### src/design/sfw_pkg.sv
// shared types, codes and byte helpers for the word-case substring finder
package sfw_pkg;

	localparam logic MODE_PATTERN = 1'b0;
	localparam logic MODE_TEXT    = 1'b1;

	localparam logic [0:0] REG_IGNORE_CASE = 1'b0;
	localparam logic [0:0] REG_WHOLE_WORD  = 1'b1;

	localparam logic [1:0] ST_FOUND       = 2'd0;
	localparam logic [1:0] ST_NOT_FOUND   = 2'd1;
	localparam logic [1:0] ST_BAD_PATTERN = 2'd2;

	localparam logic [7:0] CH_UPPER_A  = 8'h41;
	localparam logic [7:0] CH_UPPER_Z  = 8'h5a;
	localparam logic [7:0] CASE_OFFSET = 8'd32;
	localparam logic [7:0] CH_SPACE    = 8'h20;
	localparam logic [7:0] CH_TAB      = 8'h09;
	localparam logic [7:0] CH_NEWLINE  = 8'h0a;

	typedef enum logic [1:0] {
		VERD_UNDECIDED = 2'd0,
		VERD_FOUND     = 2'd1,
		VERD_REJECTED  = 2'd2
	} verdict_t;

	typedef struct packed {
		logic       mode;
		logic [7:0] data_byte;
		logic       last_byte;
	} in_word_t;

	typedef struct packed {
		logic [1:0]  status;
		logic [15:0] match_position;
	} out_word_t;

	typedef struct packed {
		logic load;
		logic take;
		logic last;
	} step_t;

	function automatic logic [7:0] fold_byte(input logic [7:0] c, input logic ic);
		logic [7:0] r;
		r = c;
		if (ic && (c >= CH_UPPER_A) && (c <= CH_UPPER_Z)) begin
			r = c + CASE_OFFSET;
		end
		return r;
	endfunction

	function automatic logic is_gap(input logic [7:0] c);
		return (c == CH_SPACE) || (c == CH_TAB) || (c == CH_NEWLINE);
	endfunction

endpackage

### src/design/sfw_pattern.sv
// pattern store: newest byte at index zero, length, overflow and closed flags
module sfw_pattern import sfw_pkg::*; #(
	parameter int MAX_PATTERN = 32
) (
	input  logic                                     clk,
	input  logic                                     arst_n,
	input  step_t                                    step,
	input  logic [7:0]                               data_byte,
	output logic [MAX_PATTERN-1:0][7:0]              pat_rev,
	output logic [$clog2(MAX_PATTERN+1)-1:0]         pat_len,
	output logic                                     pat_ok
);

	localparam int LW = $clog2(MAX_PATTERN + 1);

	logic [MAX_PATTERN-1:0][7:0] pat_q;
	logic [LW-1:0]               len_q;
	logic                        ovf_q;
	logic                        done_q;
	logic [LW-1:0]               len_base;
	logic                        ovf_base;
	logic                        room;

	always_comb begin
		len_base = done_q ? '0 : len_q;
		ovf_base = done_q ? 1'b0 : ovf_q;
		room     = len_base < LW'(MAX_PATTERN);
	end

	always_ff @(posedge clk or negedge arst_n) begin
		if (!arst_n) begin
			len_q  <= '0;
			ovf_q  <= 1'b0;
			done_q <= 1'b0;
		end else if (step.load) begin
			len_q  <= room ? len_base + 1'b1 : len_base;
			ovf_q  <= ovf_base | ~room;
			done_q <= step.last;
		end else if (step.take) begin
			done_q <= 1'b1;
		end
	end

	// shift in so that the last loaded byte sits at index zero
	always_ff @(posedge clk) begin
		if (step.load && room) begin
			pat_q[0] <= data_byte;
			for (int k = 1; k < MAX_PATTERN; k++) begin
				pat_q[k] <= pat_q[k - 1];
			end
		end
	end

	assign pat_rev = pat_q;
	assign pat_len = len_q;
	assign pat_ok  = !ovf_q && (len_q != '0);

endmodule

### src/design/sfw_window.sv
// text window, parallel pattern compare, first-match tracking and verdict
module sfw_window import sfw_pkg::*; #(
	parameter int              MAX_PATTERN = 32,
	parameter longint unsigned MAX_TEXT    = 65536
) (
	input  logic                             clk,
	input  logic                             arst_n,
	input  step_t                            step,
	input  logic [7:0]                       data_byte,
	input  logic                             ignore_case,
	input  logic                             whole_word,
	input  logic [MAX_PATTERN-1:0][7:0]      pat_rev,
	input  logic [$clog2(MAX_PATTERN+1)-1:0] pat_len,
	input  logic                             pat_ok,
	output out_word_t                        result
);

	localparam int LW   = $clog2(MAX_PATTERN + 1);
	localparam int CW   = $clog2(MAX_TEXT + 1);
	localparam int CMPW = (CW > LW) ? CW : LW;

	logic [MAX_PATTERN-1:0][7:0] win_q;
	logic [MAX_PATTERN:0][7:0]   w_new;
	logic [CW-1:0]               count_q;
	logic [CW-1:0]               count_nx;
	logic                        seen_q;
	logic                        seen_nx;
	logic [15:0]                 start_q;
	logic [15:0]                 start_nx;
	verdict_t                    verd_q;
	verdict_t                    verd_nx;
	logic [MAX_PATTERN-1:0]      k_hit;
	logic                        all_hit;
	logic                        full;
	logic [7:0]                  prev_byte;

	always_comb begin
		w_new   = {win_q, data_byte};
		for (int k = 0; k < MAX_PATTERN; k++) begin
			k_hit[k] = (LW'(k) >= pat_len) ||
				(fold_byte(pat_rev[k], ignore_case) == fold_byte(w_new[k], ignore_case));
		end
		all_hit   = &k_hit;
		prev_byte = w_new[pat_len];
		full      = (count_q == CW'(MAX_TEXT));
		count_nx  = count_q;
		seen_nx   = seen_q;
		start_nx  = start_q;
		verd_nx   = verd_q;
		if (step.take && !full) begin
			count_nx = count_q + 1'b1;
			if (seen_q) begin
				if (verd_q == VERD_UNDECIDED) begin
					verd_nx = is_gap(data_byte) ? VERD_FOUND : VERD_REJECTED;
				end
			end else if (pat_ok && (CMPW'(count_nx) >= CMPW'(pat_len)) && all_hit) begin
				seen_nx  = 1'b1;
				start_nx = 16'(CMPW'(count_nx) - CMPW'(pat_len));
				if (!whole_word) begin
					verd_nx = VERD_FOUND;
				end else if ((CMPW'(count_nx) != CMPW'(pat_len)) && !is_gap(prev_byte)) begin
					verd_nx = VERD_REJECTED;
				end
			end
		end
		result.match_position = '0;
		if (!pat_ok) begin
			result.status = ST_BAD_PATTERN;
		end else if (seen_nx && (verd_nx != VERD_REJECTED)) begin
			result.status         = ST_FOUND;
			result.match_position = start_nx;
		end else begin
			result.status = ST_NOT_FOUND;
		end
	end

	always_ff @(posedge clk or negedge arst_n) begin
		if (!arst_n) begin
			count_q <= '0;
			seen_q  <= 1'b0;
			start_q <= '0;
			verd_q  <= VERD_UNDECIDED;
		end else if (step.load || (step.take && step.last)) begin
			count_q <= '0;
			seen_q  <= 1'b0;
			start_q <= '0;
			verd_q  <= VERD_UNDECIDED;
		end else begin
			count_q <= count_nx;
			seen_q  <= seen_nx;
			start_q <= start_nx;
			verd_q  <= verd_nx;
		end
	end

	// only entries written during the current text are ever compared
	always_ff @(posedge clk) begin
		if (step.take && !full) begin
			win_q <= w_new[MAX_PATTERN-1:0];
		end
	end

endmodule

### src/design/substring_find_word_case.sv
// top level: input register, config registers, search core and result register
// Finds the first occurrence of a loaded pattern (up to MAX_PATTERN bytes) in a
// stream of text bytes, optionally ignoring ASCII case and optionally requiring
// whitespace or a text boundary on both sides of that first occurrence. Pattern
// words (mode 0) and text words (mode 1) are accepted at one word per cycle,
// back to back; the whole window compare against every pattern position is done
// in one pass between the input register and the result register, so a result
// is loaded into the result register as the last text word leaves the input register.
// The input stalls only while a finished result waits in a stalled result register.
// A pattern word after text abandons the running search. Text past MAX_TEXT
// bytes is ignored until last_byte. Write the config only while no word is in flight.
module substring_find_word_case import sfw_pkg::*; #(
	parameter int              MAX_PATTERN = 32,
	parameter longint unsigned MAX_TEXT    = 65536
) (
	input  logic       clk,
	input  logic       arst_n,
	input  logic       in_valid,
	output logic       in_stall,
	input  in_word_t   in_word,
	output logic       out_valid,
	input  logic       out_stall,
	output out_word_t  out_word,
	input  logic       cfg_wen,
	input  logic [0:0] cfg_index,
	input  logic [0:0] cfg_data
);

	localparam int LW = $clog2(MAX_PATTERN + 1);

	logic                        ignore_case_q;
	logic                        whole_word_q;
	logic                        valid_s1;
	in_word_t                    word_s1;
	logic                        produces;
	logic                        out_free;
	logic                        adv;
	step_t                       step;
	logic [MAX_PATTERN-1:0][7:0] pat_rev;
	logic [LW-1:0]               pat_len;
	logic                        pat_ok;
	out_word_t                   result;
	logic                        out_valid_q;
	out_word_t                   out_word_q;

	always_ff @(posedge clk or negedge arst_n) begin
		if (!arst_n) begin
			ignore_case_q <= 1'b0;
			whole_word_q  <= 1'b0;
		end else if (cfg_wen) begin
			unique case (cfg_index)
				REG_IGNORE_CASE: ignore_case_q <= cfg_data[0];
				REG_WHOLE_WORD:  whole_word_q  <= cfg_data[0];
				default: ;
			endcase
		end
	end

	always_comb begin
		produces  = (word_s1.mode == MODE_TEXT) && word_s1.last_byte;
		out_free  = !out_valid_q || !out_stall;
		adv       = valid_s1 && (!produces || out_free);
		in_stall  = valid_s1 && !adv;
		step.load = adv && (word_s1.mode == MODE_PATTERN);
		step.take = adv && (word_s1.mode == MODE_TEXT);
		step.last = word_s1.last_byte;
	end

	always_ff @(posedge clk or negedge arst_n) begin
		if (!arst_n) begin
			valid_s1 <= 1'b0;
		end else if (in_valid && !in_stall) begin
			valid_s1 <= 1'b1;
		end else if (adv) begin
			valid_s1 <= 1'b0;
		end
	end

	always_ff @(posedge clk) begin
		if (in_valid && !in_stall) begin
			word_s1 <= in_word;
		end
	end

	sfw_pattern #(
		.MAX_PATTERN(MAX_PATTERN)
	) u_pattern (
		.clk      (clk),
		.arst_n   (arst_n),
		.step     (step),
		.data_byte(word_s1.data_byte),
		.pat_rev  (pat_rev),
		.pat_len  (pat_len),
		.pat_ok   (pat_ok)
	);

	sfw_window #(
		.MAX_PATTERN(MAX_PATTERN),
		.MAX_TEXT   (MAX_TEXT)
	) u_window (
		.clk        (clk),
		.arst_n     (arst_n),
		.step       (step),
		.data_byte  (word_s1.data_byte),
		.ignore_case(ignore_case_q),
		.whole_word (whole_word_q),
		.pat_rev    (pat_rev),
		.pat_len    (pat_len),
		.pat_ok     (pat_ok),
		.result     (result)
	);

	always_ff @(posedge clk or negedge arst_n) begin
		if (!arst_n) begin
			out_valid_q <= 1'b0;
		end else if (adv && produces) begin
			out_valid_q <= 1'b1;
		end else if (!out_stall) begin
			out_valid_q <= 1'b0;
		end
	end

	always_ff @(posedge clk) begin
		if (adv && produces) begin
			out_word_q <= result;
		end
	end

	assign out_valid = out_valid_q;
	assign out_word  = out_word_q;

endmodule
### config.mk
export PLATFORM = sky130hd
export DESIGN_NAME = substring_find_word_case
export DESIGN_NICKNAME = d
export VERILOG_FILES = /design/src/design/sfw_pkg.sv /design/src/design/sfw_pattern.sv /design/src/design/sfw_window.sv /design/src/design/substring_find_word_case.sv
export SDC_FILE = /design/constraint.sdc
export NUM_CORES = 1
export LEC_CHECK = 0
export BUFFER_PORTS_ARGS = -buffer_cell sky130_fd_sc_hd__buf_2
export CORE_AREA = 2 2 331 268
export CTS_BUF_LIST = sky130_fd_sc_hd__clkbuf_2
export DETAILED_ROUTE_END_ITERATION = 8
export DIE_AREA = 0 0 333 270
export GPL_TIMING_DRIVEN = 0
export MAX_ROUTING_LAYER = met4
export PLACE_DENSITY = 0.57
export REMOVE_ABC_BUFFERS = 1
export SYNTH_ARGS = -nofsm -noshare
export SYNTH_HDL_FRONTEND = slang
export SYNTH_HIERARCHICAL = 1
export SYNTH_SLANG_ARGS = --single-unit
### constraint.sdc
create_clock -name clk -period 38.6 [get_ports clk]
set_input_delay 3.86 -clock clk [delete_from_list [all_inputs] [get_ports clk]]
set_output_delay 3.86 -clock clk [all_outputs]
set_load 0.02 [all_outputs]
==> results.toml <==
[run_status]
outcome = "finished, violations left"
violations = "capacitance limit, slew limit"

[setup_path]
cp-end-kind = "output pin"
slowest_stage = "buf_2"
path_delay_family = "buffers and inverters"
r2r-start = "ignore_case_q"
critPathLaunchType = "primary input"
arrival_ns = 4.32
rrSetupSlack_ns = 31.75
slowest_delay_ns = 0.16
worstSetupPathType = "in2out"
rr_worst_depth = 14
crit-reg2reg-capture = "out_word[3]"
cp_common_cell = "buf_2"
crit_required_ns = 34.74
crit_buf_inv = 2
crit_chain = "buf_2 -> nand2_1 -> nor2_1 -> buf_2"
cp_max_fo = 4

[route]
drt_iter0_markers = 2045
wl_um = 76790
drc_errors = 0
first_pass_iters = 6
wl_per_cell_um = 20.11
via_per_inst = 5.553
vias = 21201
ant_nets = 0

[placement]
place.gp.congestion = 0.8767
hpwlAfterDp_um = 52870
port_buffers = 36

[clock_tree]
clkTransAtPathRegs_ns = 0.12
cts-buffers-inserted = 145
ctsLongestPathBuffers = 3
tritoncts = "built"
htree_levels = 4
cts_root_buffer = "clkbuf_2"
cts_resized = 0
cts_hold_buf = 0
clock-sinks = 588
clock_latency_ns = 1.32
post_cts_buffers = 0

[die]
die_area_mm2 = 0.08991
die_h_um = 270
die_w_um = 333
io-pin-count = 37
rows = 97
initial_utilization = 0.3474
coreArea_mm2 = 0.08666

[logic_synthesis]
synthTopCellsByCount = "edfxtp_1 (540), nor2_1 (191), nand2_1 (153)"
yosys_warnings = 6
ys_ff_latch = 588
synth_top_area_share = 0.5386
synthesis.area_mm2 = 0.03011
yosysTopAreaCell = "edfxtp_1"
yosys.area_share.adder = 0.03059
syn_inst = 2418
yosysSeqAreaShare = 0.5785
synth_xor_area_frac = 0.08495
synth_top_family_by_area = "simple AND/OR/NAND/NOR gates"
synthMuxAreaShare = 0.03828
synth_cell_types = 102
async_reset_ff_frac = 0.08163
avgSynthCellArea_um2 = 12.45
synth-edff-count = 540
synth-simple-area-share = 0.1399
synth_area_leaders = "edfxtp_1 (54%), xnor2_1 (4.4%), xor2_1 (4.1%), dfrtp_1 (4.0%), ha_1 (3.0%)"
yosysMostFrequentCell = "edfxtp_1"
synthFlopType = "edfxtp_1"
synth_compound_area_frac = 0.1081

[timing]
setup_viol = 0
fmax_ghz = 0.1223
hold_viol_final = 0
worst_pin_slew_ns = 1.504
tns_ns = 0
clock_skew_ns = 0.1028
layout_min_cycle_time_ns = 8.176
rsz0062_at_grt = "false"
max-slew-margin-rel = -0.02840
period_share = 0.2118
maxSlewViolCount = 3

[grt]
grt_overflow = 0
grt_pass1_vias = 20474
grt_pass1_wl_um = 119700
gr-usage-all-layers = 0.1748
grt_max_degree = 112
antenna_found_initial = 1

[hold_path]
hold_path_class = "reg2reg"
hp-start = "u_pattern/pat_rev[160]"
worst_hold_path.endpoint = "u_pattern/pat_rev[168]"
hold_depth = 0

[run]
max_cap_violations = 1

[cells_and_area]
drive_gt1_frac = 0.1398
syn_to_final_growth_pct = 10.12
regArea_mm2 = 0.01743
nFillCells = 8327
nNetsFinal = 2654
multi_input_area_mm2 = 0.01213

[pwr]
p_leak_nw = 11.44
vdd_drop_max_v = 0.00003200
p_per_area_mw_per_mm2 = 45.44
finalPower_mw = 1.507
==> routing by layer <==
| metal | global-route usage | part of all wire |
|---|---|---|
| met1 | 0.2536 | 0.48 |
| met3 | 0.03669 | 0.079 |
| met2 | 0.2428 | 0.43 |
| met4 | 0.05489 | 0.018 |
| met5 | - | 0 |
==> sequential cells by signal (all words and copies together), names as in the netlist <==
register	flops
ignore_case_q	1
out_valid	1
out_word	18
step	1
u_pattern/done_q	1
u_pattern/ovf_q	1
u_pattern/pat_len	6
u_pattern/pat_rev	256
u_window/count_q	17
u_window/seen_q	1
u_window/start_q	16
u_window/verd_q	2
u_window/w_new	256
valid_s1	1
whole_word_q	1
word_s1	9
==> how the worst max path moves through the flow <==
stage / slack, ns / to / startpoint / cells past startpoint
floorplan: 24.32 / u_pattern/pat_rev[0] / word_s1[9] / 3
global placement: 19.12 / u_pattern/pat_rev[162] / word_s1[9] / 3
detailed placement: 30.43 / in_stall / out_stall / 4
CTS: 30.43 / in_stall / out_stall / 4
global route: 30.37 / in_stall / out_stall / 4
finish: 30.42 / in_stall / out_stall / 4
==> kinds of logic (layout without fill, tap and decap cells) <==
logic type / after synthesis / count (layout)
and+or+nand+nor: 809 / 809
DFF: 588 / 588
AOI/OAI and AO/OA: 467 / 467
xor gates and xnor gates: 292 / 292
buffers and inverters: 125 / 382
adders and majority gates: 73 / 73
muxes: 64 / 64
other: 0 / 5
==> worst register-to-register path: stages, from the launching register on <==
cell and delay [ns]:
dfrtp_4 0.71, buf_16 0.30, clkinv_2 0.75, a221oi_1 0.68, a21boi_0 0.22, xnor2_1 0.18
nor4_2 0.89, o221ai_1 0.27, a2111oi_2 0.37, nand4_1 0.20, nor4_4 0.49, nand2_1 0.75
nor3b_1 0.44, a21oi_1 0.09, nor3_1 0.27
==> final cells by class <==
class,count,share of cell area
sequential,588,0.5257
inverter,72,0.008416
clock inverter,51,0.009398
tap,1138,0.04295
timing repair buffer,52,0.01608
antenna,5,0.0003774
clock buffer,207,0.03125
multi-input combinational,1705,0.3658
==> placed cells by master, fill, tap and decap left out, types with 21 or more instances in the layout <==
cell type,instances
edfxtp_1,540
clkbuf_2,207
nor2_1,191
nand2_1,153
xnor2_1,150
xor2_1,142
nor3_1,124
a21oi_1,120
nand3_1,75
ha_1,72
inv_1,69
o21ai_0,49
a31oi_1,46
nor4_1,46
dfrtp_1,45
mux4_2,40
buf_2,37
clkinv_1,36
or4_1,36
nand2b_1,26
a21o_1,25
mux2i_1,21
o31ai_1,21
==> where the power goes <==
group          switching, mW  internal (mW)  total, mW
sequential            0.0603          0.731      0.792
combinational          0.172          0.110      0.282
clock                  0.261          0.171      0.433
total                  0.493           1.01       1.51
==> metrics by stage <==
step / util / hold slack (ns) / instances / instance area [um^2] / setup slack (ns)
floorplan: - / 0.4416 / 2365 / 29780 / 24.32
global placement: 0.3622 / 0.4714 / 3539 / 31390 / 19.12
detailed placement: 0.3667 / 0.4767 / 3555 / 31780 / 30.43
CTS: 0.3823 / 0.4378 / 3813 / 33130 / 30.43
global route: 0.3826 / 0.4356 / 3818 / 33150 / 30.37
finish: 0.3826 / 0.4589 / 3818 / 33150 / 30.42
(Power assumes the default switching activity.)
